[src/rtl/core/adsr_pkg.sv]
// Shared widths, register indexes, phase codes and pipeline beat types
// for the linear ADSR envelope level block. No dependencies.
package adsr_pkg;

  localparam int TIME_BITS     = 24;
  localparam int LEVEL_BITS    = 16;
  localparam int CFG_IDX_BITS  = 3;
  localparam int CFG_DATA_BITS = (TIME_BITS > LEVEL_BITS) ? TIME_BITS : LEVEL_BITS;
  localparam int PHASE_BITS    = 3;

  // configuration register indexes
  localparam logic [CFG_IDX_BITS-1:0] REG_ATTACK_LEN  = 3'd0;
  localparam logic [CFG_IDX_BITS-1:0] REG_DECAY_LEN   = 3'd1;
  localparam logic [CFG_IDX_BITS-1:0] REG_RELEASE_LEN = 3'd2;
  localparam logic [CFG_IDX_BITS-1:0] REG_START_LEVEL = 3'd3;
  localparam logic [CFG_IDX_BITS-1:0] REG_PEAK_LEVEL  = 3'd4;
  localparam logic [CFG_IDX_BITS-1:0] REG_HOLD_LEVEL  = 3'd5;
  localparam logic [CFG_IDX_BITS-1:0] REG_FINAL_LEVEL = 3'd6;

  // envelope phase codes
  localparam logic [PHASE_BITS-1:0] PH_ATTACK  = 3'd0;
  localparam logic [PHASE_BITS-1:0] PH_DECAY   = 3'd1;
  localparam logic [PHASE_BITS-1:0] PH_SUSTAIN = 3'd2;
  localparam logic [PHASE_BITS-1:0] PH_RELEASE = 3'd3;
  localparam logic [PHASE_BITS-1:0] PH_DONE    = 3'd4;

  // register reset values
  localparam logic [TIME_BITS-1:0]  RST_SEG_LEN = TIME_BITS'(480);
  localparam logic [LEVEL_BITS-1:0] RST_START   = '0;
  localparam logic [LEVEL_BITS-1:0] RST_PEAK    = '1;
  localparam logic [LEVEL_BITS-1:0] RST_HOLD    = LEVEL_BITS'(3) << (LEVEL_BITS - 2);
  localparam logic [LEVEL_BITS-1:0] RST_FINAL   = '0;

  typedef struct packed {
    logic [TIME_BITS-1:0]  attack_len;
    logic [TIME_BITS-1:0]  decay_len;
    logic [TIME_BITS-1:0]  release_len;
    logic [LEVEL_BITS-1:0] start_level;
    logic [LEVEL_BITS-1:0] peak_level;
    logic [LEVEL_BITS-1:0] hold_level;
    logic [LEVEL_BITS-1:0] final_level;
  } cfg_t;

  // sideband carried alongside the divider
  typedef struct packed {
    logic                  bypass;   // level is fixed, quotient unused
    logic                  down;     // ramp falls from its start level
    logic [PHASE_BITS-1:0] phase;
    logic [LEVEL_BITS-1:0] base;     // ramp start level, or the fixed level
  } side_t;

  // one beat in the divider cell chain
  typedef struct packed {
    logic [TIME_BITS-1:0]  rem;      // partial remainder, below den except in bypass beats
    logic [LEVEL_BITS-1:0] low;      // dividend bits not yet shifted in
    logic [LEVEL_BITS-1:0] quo;      // quotient bits so far
    logic [TIME_BITS-1:0]  den;
    side_t                 side;
  } cell_t;

endpackage

[src/rtl/core/adsr_setup.sv]
// Phase decode and ramp product: two registered stages feeding the divider.
// Depends on adsr_pkg.
module adsr_setup (
  input  logic                            clk,
  input  logic                            rst_n,
  input  logic                            acc,
  input  logic [adsr_pkg::TIME_BITS-1:0]  elapsed,
  input  logic                            released_flag,
  input  logic [adsr_pkg::TIME_BITS-1:0]  release_offset,
  input  adsr_pkg::cfg_t                  cfg,
  output logic                            valid,
  output adsr_pkg::cell_t                 beat
);
  import adsr_pkg::*;

  logic                    in_ad;
  logic                    in_att;
  logic [TIME_BITS:0]      sum_ad;
  logic [TIME_BITS-1:0]    rel_t;
  logic                    rel_run;

  side_t                   side_nxt, side_r;
  logic [LEVEL_BITS-1:0]   to_lvl;
  logic [LEVEL_BITS-1:0]   span_nxt, span_r;
  logic [TIME_BITS-1:0]    num_nxt, num_r;
  logic [TIME_BITS-1:0]    den_nxt, den_r;
  logic                    v1_r;

  logic [LEVEL_BITS+TIME_BITS-1:0] prod;
  cell_t                   beat_r;
  logic                    v2_r;

  // segment boundaries
  assign sum_ad  = {1'b0, cfg.attack_len} + {1'b0, cfg.decay_len};
  assign in_ad   = {1'b0, elapsed} <= sum_ad;
  assign in_att  = elapsed <= cfg.attack_len;
  assign rel_t   = (elapsed > release_offset) ? elapsed - release_offset : '0;
  assign rel_run = rel_t < cfg.release_len;

  // pick the segment's end points, numerator and length
  always_comb begin
    side_nxt        = '0;
    to_lvl          = '0;
    num_nxt         = '0;
    den_nxt         = '0;
    priority if (in_ad && in_att) begin
      side_nxt.phase  = PH_ATTACK;
      side_nxt.bypass = (cfg.attack_len == '0);
      side_nxt.base   = side_nxt.bypass ? cfg.peak_level : cfg.start_level;
      to_lvl          = cfg.peak_level;
      num_nxt         = elapsed;
      den_nxt         = cfg.attack_len;
    end else if (in_ad) begin
      side_nxt.phase  = PH_DECAY;
      side_nxt.base   = cfg.peak_level;
      to_lvl          = cfg.hold_level;
      num_nxt         = elapsed - cfg.attack_len;
      den_nxt         = cfg.decay_len;
    end else if (released_flag && rel_run) begin
      side_nxt.phase  = PH_RELEASE;
      side_nxt.base   = cfg.hold_level;
      to_lvl          = cfg.final_level;
      num_nxt         = rel_t;
      den_nxt         = cfg.release_len;
    end else if (released_flag) begin
      side_nxt.phase  = PH_DONE;
      side_nxt.bypass = 1'b1;
      side_nxt.base   = '0;
    end else begin
      side_nxt.phase  = PH_SUSTAIN;
      side_nxt.bypass = 1'b1;
      side_nxt.base   = cfg.hold_level;
    end
    side_nxt.down = to_lvl < side_nxt.base;
    span_nxt      = side_nxt.down ? side_nxt.base - to_lvl : to_lvl - side_nxt.base;
    if (side_nxt.bypass) begin
      span_nxt = '0;
    end
  end

  // stage 1: decoded segment
  always_ff @(posedge clk) begin
    if (!rst_n) begin
      v1_r <= 1'b0;
    end else begin
      v1_r <= acc;
    end
    side_r <= side_nxt;
    span_r <= span_nxt;
    num_r  <= num_nxt;
    den_r  <= den_nxt;
  end

  // stage 2: span times numerator, split into first remainder and low bits
  assign prod = span_r * num_r;

  always_ff @(posedge clk) begin
    if (!rst_n) begin
      v2_r <= 1'b0;
    end else begin
      v2_r <= v1_r;
    end
    beat_r.rem  <= prod[LEVEL_BITS+TIME_BITS-1:LEVEL_BITS];
    beat_r.low  <= prod[LEVEL_BITS-1:0];
    beat_r.quo  <= '0;
    beat_r.den  <= den_r;
    beat_r.side <= side_r;
  end

  assign valid = v2_r;
  assign beat  = beat_r;

endmodule

[src/rtl/core/adsr_div_cell.sv]
// One restoring-division cell: takes one dividend bit, emits one quotient bit
// and hands the beat to the next cell. Depends on adsr_pkg.
module adsr_div_cell (
  input  logic            clk,
  input  logic            rst_n,
  input  logic            in_valid,
  input  adsr_pkg::cell_t in_beat,
  output logic            out_valid,
  output adsr_pkg::cell_t out_beat
);
  import adsr_pkg::*;

  logic [TIME_BITS:0] trial;
  logic [TIME_BITS:0] diff;
  logic               ge;
  cell_t              beat_nxt, beat_r;
  logic               valid_r;

  // shift in next dividend bit, subtract divisor if it fits
  assign trial = {in_beat.rem, in_beat.low[LEVEL_BITS-1]};
  assign diff  = trial - {1'b0, in_beat.den};
  assign ge    = !diff[TIME_BITS];

  always_comb begin
    beat_nxt      = in_beat;
    beat_nxt.rem  = ge ? diff[TIME_BITS-1:0] : trial[TIME_BITS-1:0];
    beat_nxt.low  = {in_beat.low[LEVEL_BITS-2:0], 1'b0};
    beat_nxt.quo  = {in_beat.quo[LEVEL_BITS-2:0], ge};
  end

  always_ff @(posedge clk) begin
    if (!rst_n) begin
      valid_r <= 1'b0;
    end else begin
      valid_r <= in_valid;
    end
    beat_r <= beat_nxt;
  end

  assign out_valid = valid_r;
  assign out_beat  = beat_r;

endmodule

[src/rtl/core/adsr_envelope_level.sv]
// Top level of the linear ADSR envelope level block: config registers,
// setup stages, divider cell chain and output register. Depends on adsr_pkg,
// adsr_setup and adsr_div_cell.
//
// Usage:
//   Input beat: drive in_elapsed, in_released_flag, in_release_offset and
//   raise start; the beat is taken at each edge where start is high and busy
//   is low. busy is high only from reset until the first edge that sees rst_n
//   high, so a new beat can be taken every cycle.
//   Result beat: out_level and out_phase are shown for one cycle with
//   out_valid high, once the beat has passed the registers named below;
//   results leave in input order, one per input. The receiver cannot stall.
//   Each beat passes the decode and multiply registers, then the divider (one
//   cell per quotient bit, LEVEL_BITS cells) and the output register; the
//   decode register loads at the accepting edge itself.
//   Config: cfg_we with cfg_idx and cfg_wdata writes one register at an edge;
//   write only while no beat is in flight. Unknown indexes are ignored.
//   Reset (synchronous, rst_n low) restores the register defaults and drops
//   every beat in flight.
module adsr_envelope_level (
  input  logic                                clk,
  input  logic                                rst_n,
  input  logic                                start,
  output logic                                busy,
  input  logic [adsr_pkg::TIME_BITS-1:0]      in_elapsed,
  input  logic                                in_released_flag,
  input  logic [adsr_pkg::TIME_BITS-1:0]      in_release_offset,
  output logic                                out_valid,
  output logic [adsr_pkg::LEVEL_BITS-1:0]     out_level,
  output logic [adsr_pkg::PHASE_BITS-1:0]     out_phase,
  input  logic                                cfg_we,
  input  logic [adsr_pkg::CFG_IDX_BITS-1:0]   cfg_idx,
  input  logic [adsr_pkg::CFG_DATA_BITS-1:0]  cfg_wdata
);
  import adsr_pkg::*;

  cfg_t                  cfg_r, cfg_nxt;
  logic                  busy_r;
  logic                  in_acc;

  logic                  chain_v [LEVEL_BITS+1];
  cell_t                 chain_b [LEVEL_BITS+1];

  cell_t                 last;
  logic [LEVEL_BITS-1:0] level_nxt;
  logic [LEVEL_BITS-1:0] out_level_r;
  logic [PHASE_BITS-1:0] out_phase_r;
  logic                  out_valid_r;

  // config register writes
  always_comb begin
    cfg_nxt = cfg_r;
    if (cfg_we) begin
      unique case (cfg_idx)
        REG_ATTACK_LEN:  cfg_nxt.attack_len  = cfg_wdata[TIME_BITS-1:0];
        REG_DECAY_LEN:   cfg_nxt.decay_len   = cfg_wdata[TIME_BITS-1:0];
        REG_RELEASE_LEN: cfg_nxt.release_len = cfg_wdata[TIME_BITS-1:0];
        REG_START_LEVEL: cfg_nxt.start_level = cfg_wdata[LEVEL_BITS-1:0];
        REG_PEAK_LEVEL:  cfg_nxt.peak_level  = cfg_wdata[LEVEL_BITS-1:0];
        REG_HOLD_LEVEL:  cfg_nxt.hold_level  = cfg_wdata[LEVEL_BITS-1:0];
        REG_FINAL_LEVEL: cfg_nxt.final_level = cfg_wdata[LEVEL_BITS-1:0];
        default:         cfg_nxt             = cfg_r;
      endcase
    end
  end

  always_ff @(posedge clk) begin
    if (!rst_n) begin
      cfg_r.attack_len  <= RST_SEG_LEN;
      cfg_r.decay_len   <= RST_SEG_LEN;
      cfg_r.release_len <= RST_SEG_LEN;
      cfg_r.start_level <= RST_START;
      cfg_r.peak_level  <= RST_PEAK;
      cfg_r.hold_level  <= RST_HOLD;
      cfg_r.final_level <= RST_FINAL;
      busy_r            <= 1'b1;
    end else begin
      cfg_r             <= cfg_nxt;
      busy_r            <= 1'b0;
    end
  end

  assign busy   = busy_r;
  assign in_acc = start && !busy_r;

  // decode and multiply
  adsr_setup u_setup (
    .clk            (clk),
    .rst_n          (rst_n),
    .acc            (in_acc),
    .elapsed        (in_elapsed),
    .released_flag  (in_released_flag),
    .release_offset (in_release_offset),
    .cfg            (cfg_r),
    .valid          (chain_v[0]),
    .beat           (chain_b[0])
  );

  // divider chain, one quotient bit per cell
  for (genvar i = 0; i < LEVEL_BITS; i++) begin : g_cell
    adsr_div_cell u_cell (
      .clk       (clk),
      .rst_n     (rst_n),
      .in_valid  (chain_v[i]),
      .in_beat   (chain_b[i]),
      .out_valid (chain_v[i+1]),
      .out_beat  (chain_b[i+1])
    );
  end

  // apply quotient to the ramp start level, or pass the fixed level in bypass
  assign last = chain_b[LEVEL_BITS];

  always_comb begin
    priority if (last.side.bypass) begin
      level_nxt = last.side.base;
    end else if (last.side.down) begin
      level_nxt = last.side.base - last.quo;
    end else begin
      level_nxt = last.side.base + last.quo;
    end
  end

  always_ff @(posedge clk) begin
    if (!rst_n) begin
      out_valid_r <= 1'b0;
    end else begin
      out_valid_r <= chain_v[LEVEL_BITS];
    end
    out_level_r <= level_nxt;
    out_phase_r <= last.side.phase;
  end

  assign out_valid = out_valid_r;
  assign out_level = out_level_r;
  assign out_phase = out_phase_r;

  // checks
  a_done_zero: assert property (@(posedge clk) disable iff (!rst_n)
    (out_valid && out_phase == PH_DONE) |-> out_level == '0)
    else $error("done phase with nonzero level");

  a_sustain_hold: assert property (@(posedge clk) disable iff (!rst_n)
    (out_valid && out_phase == PH_SUSTAIN) |-> out_level == cfg_r.hold_level)
    else $error("sustain level differs from hold level");

  a_no_busy: assert property (@(posedge clk) disable iff (!rst_n)
    $past(rst_n) |-> !busy)
    else $error("busy raised outside reset");

endmodule

[config.mk]
export PLATFORM = sky130hd
export DESIGN_NAME = adsr_envelope_level
export DESIGN_NICKNAME = d
export VERILOG_FILES = /design/src/rtl/core/adsr_pkg.sv /design/src/rtl/core/adsr_setup.sv /design/src/rtl/core/adsr_div_cell.sv /design/src/rtl/core/adsr_envelope_level.sv
export SDC_FILE = /design/constraint.sdc
export NUM_CORES = 2
export LEC_CHECK = 0
export ABC_AREA = 1
export BUFFER_PORTS_ARGS = -buffer_cell sky130_fd_sc_hd__buf_2
export CORE_ASPECT_RATIO = 0.8
export CORE_MARGIN = 8
export CORE_UTILIZATION = 65
export CTS_CLUSTER_DIAMETER = 50
export DETAILED_ROUTE_END_ITERATION = 8
export PLACE_DENSITY = 0.82
export SLEW_MARGIN = 20
export SYNTH_ARGS = -nofsm -noshare
export SYNTH_HDL_FRONTEND = slang
export SYNTH_HIERARCHICAL = 1
export SYNTH_SLANG_ARGS = --single-unit
[constraint.sdc]
create_clock -name clk -period 15.7 [get_ports clk]
set_input_delay 2.355 -clock clk [delete_from_list [all_inputs] [get_ports clk]]
set_output_delay 2.355 -clock clk [all_outputs]
set_load 0.005 [all_outputs]
==> impl_metrics.ini <==
[status]
outcome = complete, no violations

[worst_setup_path]
cp_slowest_cell = a311oi_1
cp_slowest_stage_delay_ns = 0.72
crit_required_ns = 16.41
worstSetupPathType = in -> reg
crit_buf_inv = 8
crit_family = simple AND/OR/NAND/NOR gates
path_max_fanout = 50
end_kind = flip-flop
cp-start-kind = input port
rr_worst_depth = 40
cp_common_cell = nand2_1
r2r-end = u_setup/span_r[8]
r2r_start = cfg_r[90]
critical_path_arrival_ns = 11.59
r2r_slack_ns = 6.03

[route]
drc = 0
via_count = 82900
routed_via_density = 5.49
ant_nets = 0
wl_mm = 286
routedWlPerCell_microns = 18.9
firstDrtPassIters = 9
drtIter0Drc = 9869

[layout]
final_cells = 15100
area_delta_synth_final_pct = 8.26
fillers = 11600
multi_input_area_sq_um = 49500
seqCellArea_sq_um = 33200
fin_util_pct = 71.1
drive_gt1_share_pct = 7.46
nets = 14100

[timing]
rsz0062_at_grt = false
fin_skew_ns = 0.0460
final.setup.tns_ns = 0
maxSlewHeadroom_pct = 33.5
worst_pin_slew_ns = 0.996
period_needed_ns = 10.88
period_share_pct = 69.3
slew_viol_final = 0
whs_ns = 0.301
setup_viol = 0
max_freq_mhz = 91.9
hold_violations = 0

[die]
start_util_pct = 65.6
die_y_microns = 356
dieArea_sq_um = 157000
die_w_microns = 441
ios = 101
rows = 124
core-area_sq_um = 143000

[worst_hold_path]
hold_path_end = g_cell[1].u_cell/out_beat[5]
hp-start = g_cell[0].u_cell/out_beat[5]
hp-class = reg -> reg
holdPathStages = 0

[place]
dp.cells = 14800
gp_congestion = 0.992
hpwl_mm = 223
io_buffers = 100

[global_route]
grt_start_max_net_pins = 103
grt_pass1_wl_mm = 439
grt_usage_pct = 35.4
grt_pass1_vias = 79000
grt_overflow_total = 0
antenna_found_initial = 15

[clock_tree]
cts.reportedPaths.clkPinSlew_ns = 0.07
ctsHoldBuffers = 0
cts_num_sinks = 1657
post_cts_buffers = 0
cts.path.max_buffers = 3
postCtsResizedCells = 0
cts_made_buffers = 169
clk_latency_ns = 0.85
htreeDepth = 4
cts_tree = yes
clockRootBuffer = clkbuf_16

[synth]
syn-num-nets = 14100
syn-cell-area_sq_um = 94000
yosys_warnings = 6
synth_area_per_cell_sq_um = 7.24
syn_inst = 13000

[run]
maxCapViolations = 0
==> through the flow <==
step	instance area, sq um	setup slack [ns]
finish	102000	4.82
global route	102000	4.15
CTS	102000	5.17
detailed placement	95600	4.35
global placement	95600	4.53
floorplan	94000	7.18
==> final cells by class <==
class / instances / area share [%]
multi-input combinational: 8489 / 48.6
sequential: 1657 / 32.6
inverter: 2591 / 9.56
clock buffer: 213 / 4.59
tap: 1890 / 2.32
clock inverter: 100 / 1.43
timing repair buffer: 143 / 0.812
antenna: 27 / 0.0664
==> how the worst max path moves through the flow <==
stage | from | end | slack, ns | cells after the start
after floorplan | in_elapsed[0] | u_setup/span_r[14] | 7.18 | 47
after global placement | in_elapsed[21] | u_setup/span_r[8] | 4.53 | 40
after detailed placement | in_elapsed[21] | u_setup/span_r[8] | 4.35 | 38
after CTS | in_elapsed[21] | u_setup/span_r[8] | 5.17 | 38
after global routing | in_elapsed[0] | u_setup/span_r[8] | 4.15 | 46
final | in_elapsed[21] | u_setup/span_r[8] | 4.82 | 38
==> worst reg2reg max path: cells and delay by family (launching register included) <==
kind                     cells  cell delay, ns
AND/OR/NAND/NOR             12            2.02
buffers and inverters        4            1.49
adder cells (fa/ha/maj)      3            1.14
flip-flops                   1            0.33
XOR/XNOR                     2            0.31
AO/OA/AOI/OAI               19            4.23
==> sequential cells by signal (all words and copies together) (netlist names) <==
name                     flops
u_setup/valid                1
u_setup/v1_r                 1
u_setup/den_r               24
busy                         1
g_cell.u_cell/out_valid     16
cfg_r                      136
u_setup/span_r              16
u_setup/beat                85
out_level                   16
u_setup/side_r              21
u_setup/num_r               24
out_phase                    3
out_valid                    1
g_cell.u_cell/out_beat    1312
==> per-layer routing <==
metal | track usage [%] | wire [microns] | up-vias
met5 | 0 | 31 | -
met4 | 16.0 | 14800 | 4
li1 | - | - | 39500
met3 | 7.67 | 30300 | 846
met1 | 47.6 | 118000 | 38100
met2 | 54.6 | 123000 | 4487
==> placed cells by master (no fill, tap or decap), drive strengths merged, types with 23 or more instances in the layout <==
master / n
a21oi: 449
a221oi: 25
a22oi: 29
and2: 46
buf: 143
clkbuf: 213
clkinv: 54
dfxtp: 1657
diode: 27
fa: 328
ha: 661
inv: 2614
nand2: 4518
nand3: 821
nand3b: 48
nand4: 124
nor2: 821
o21ai: 255
or2: 23
xnor2: 39
xor2: 171
Power is not shown: default switching activity piles up to over one toggle a cycle in this logic, so the estimate is an artifact.
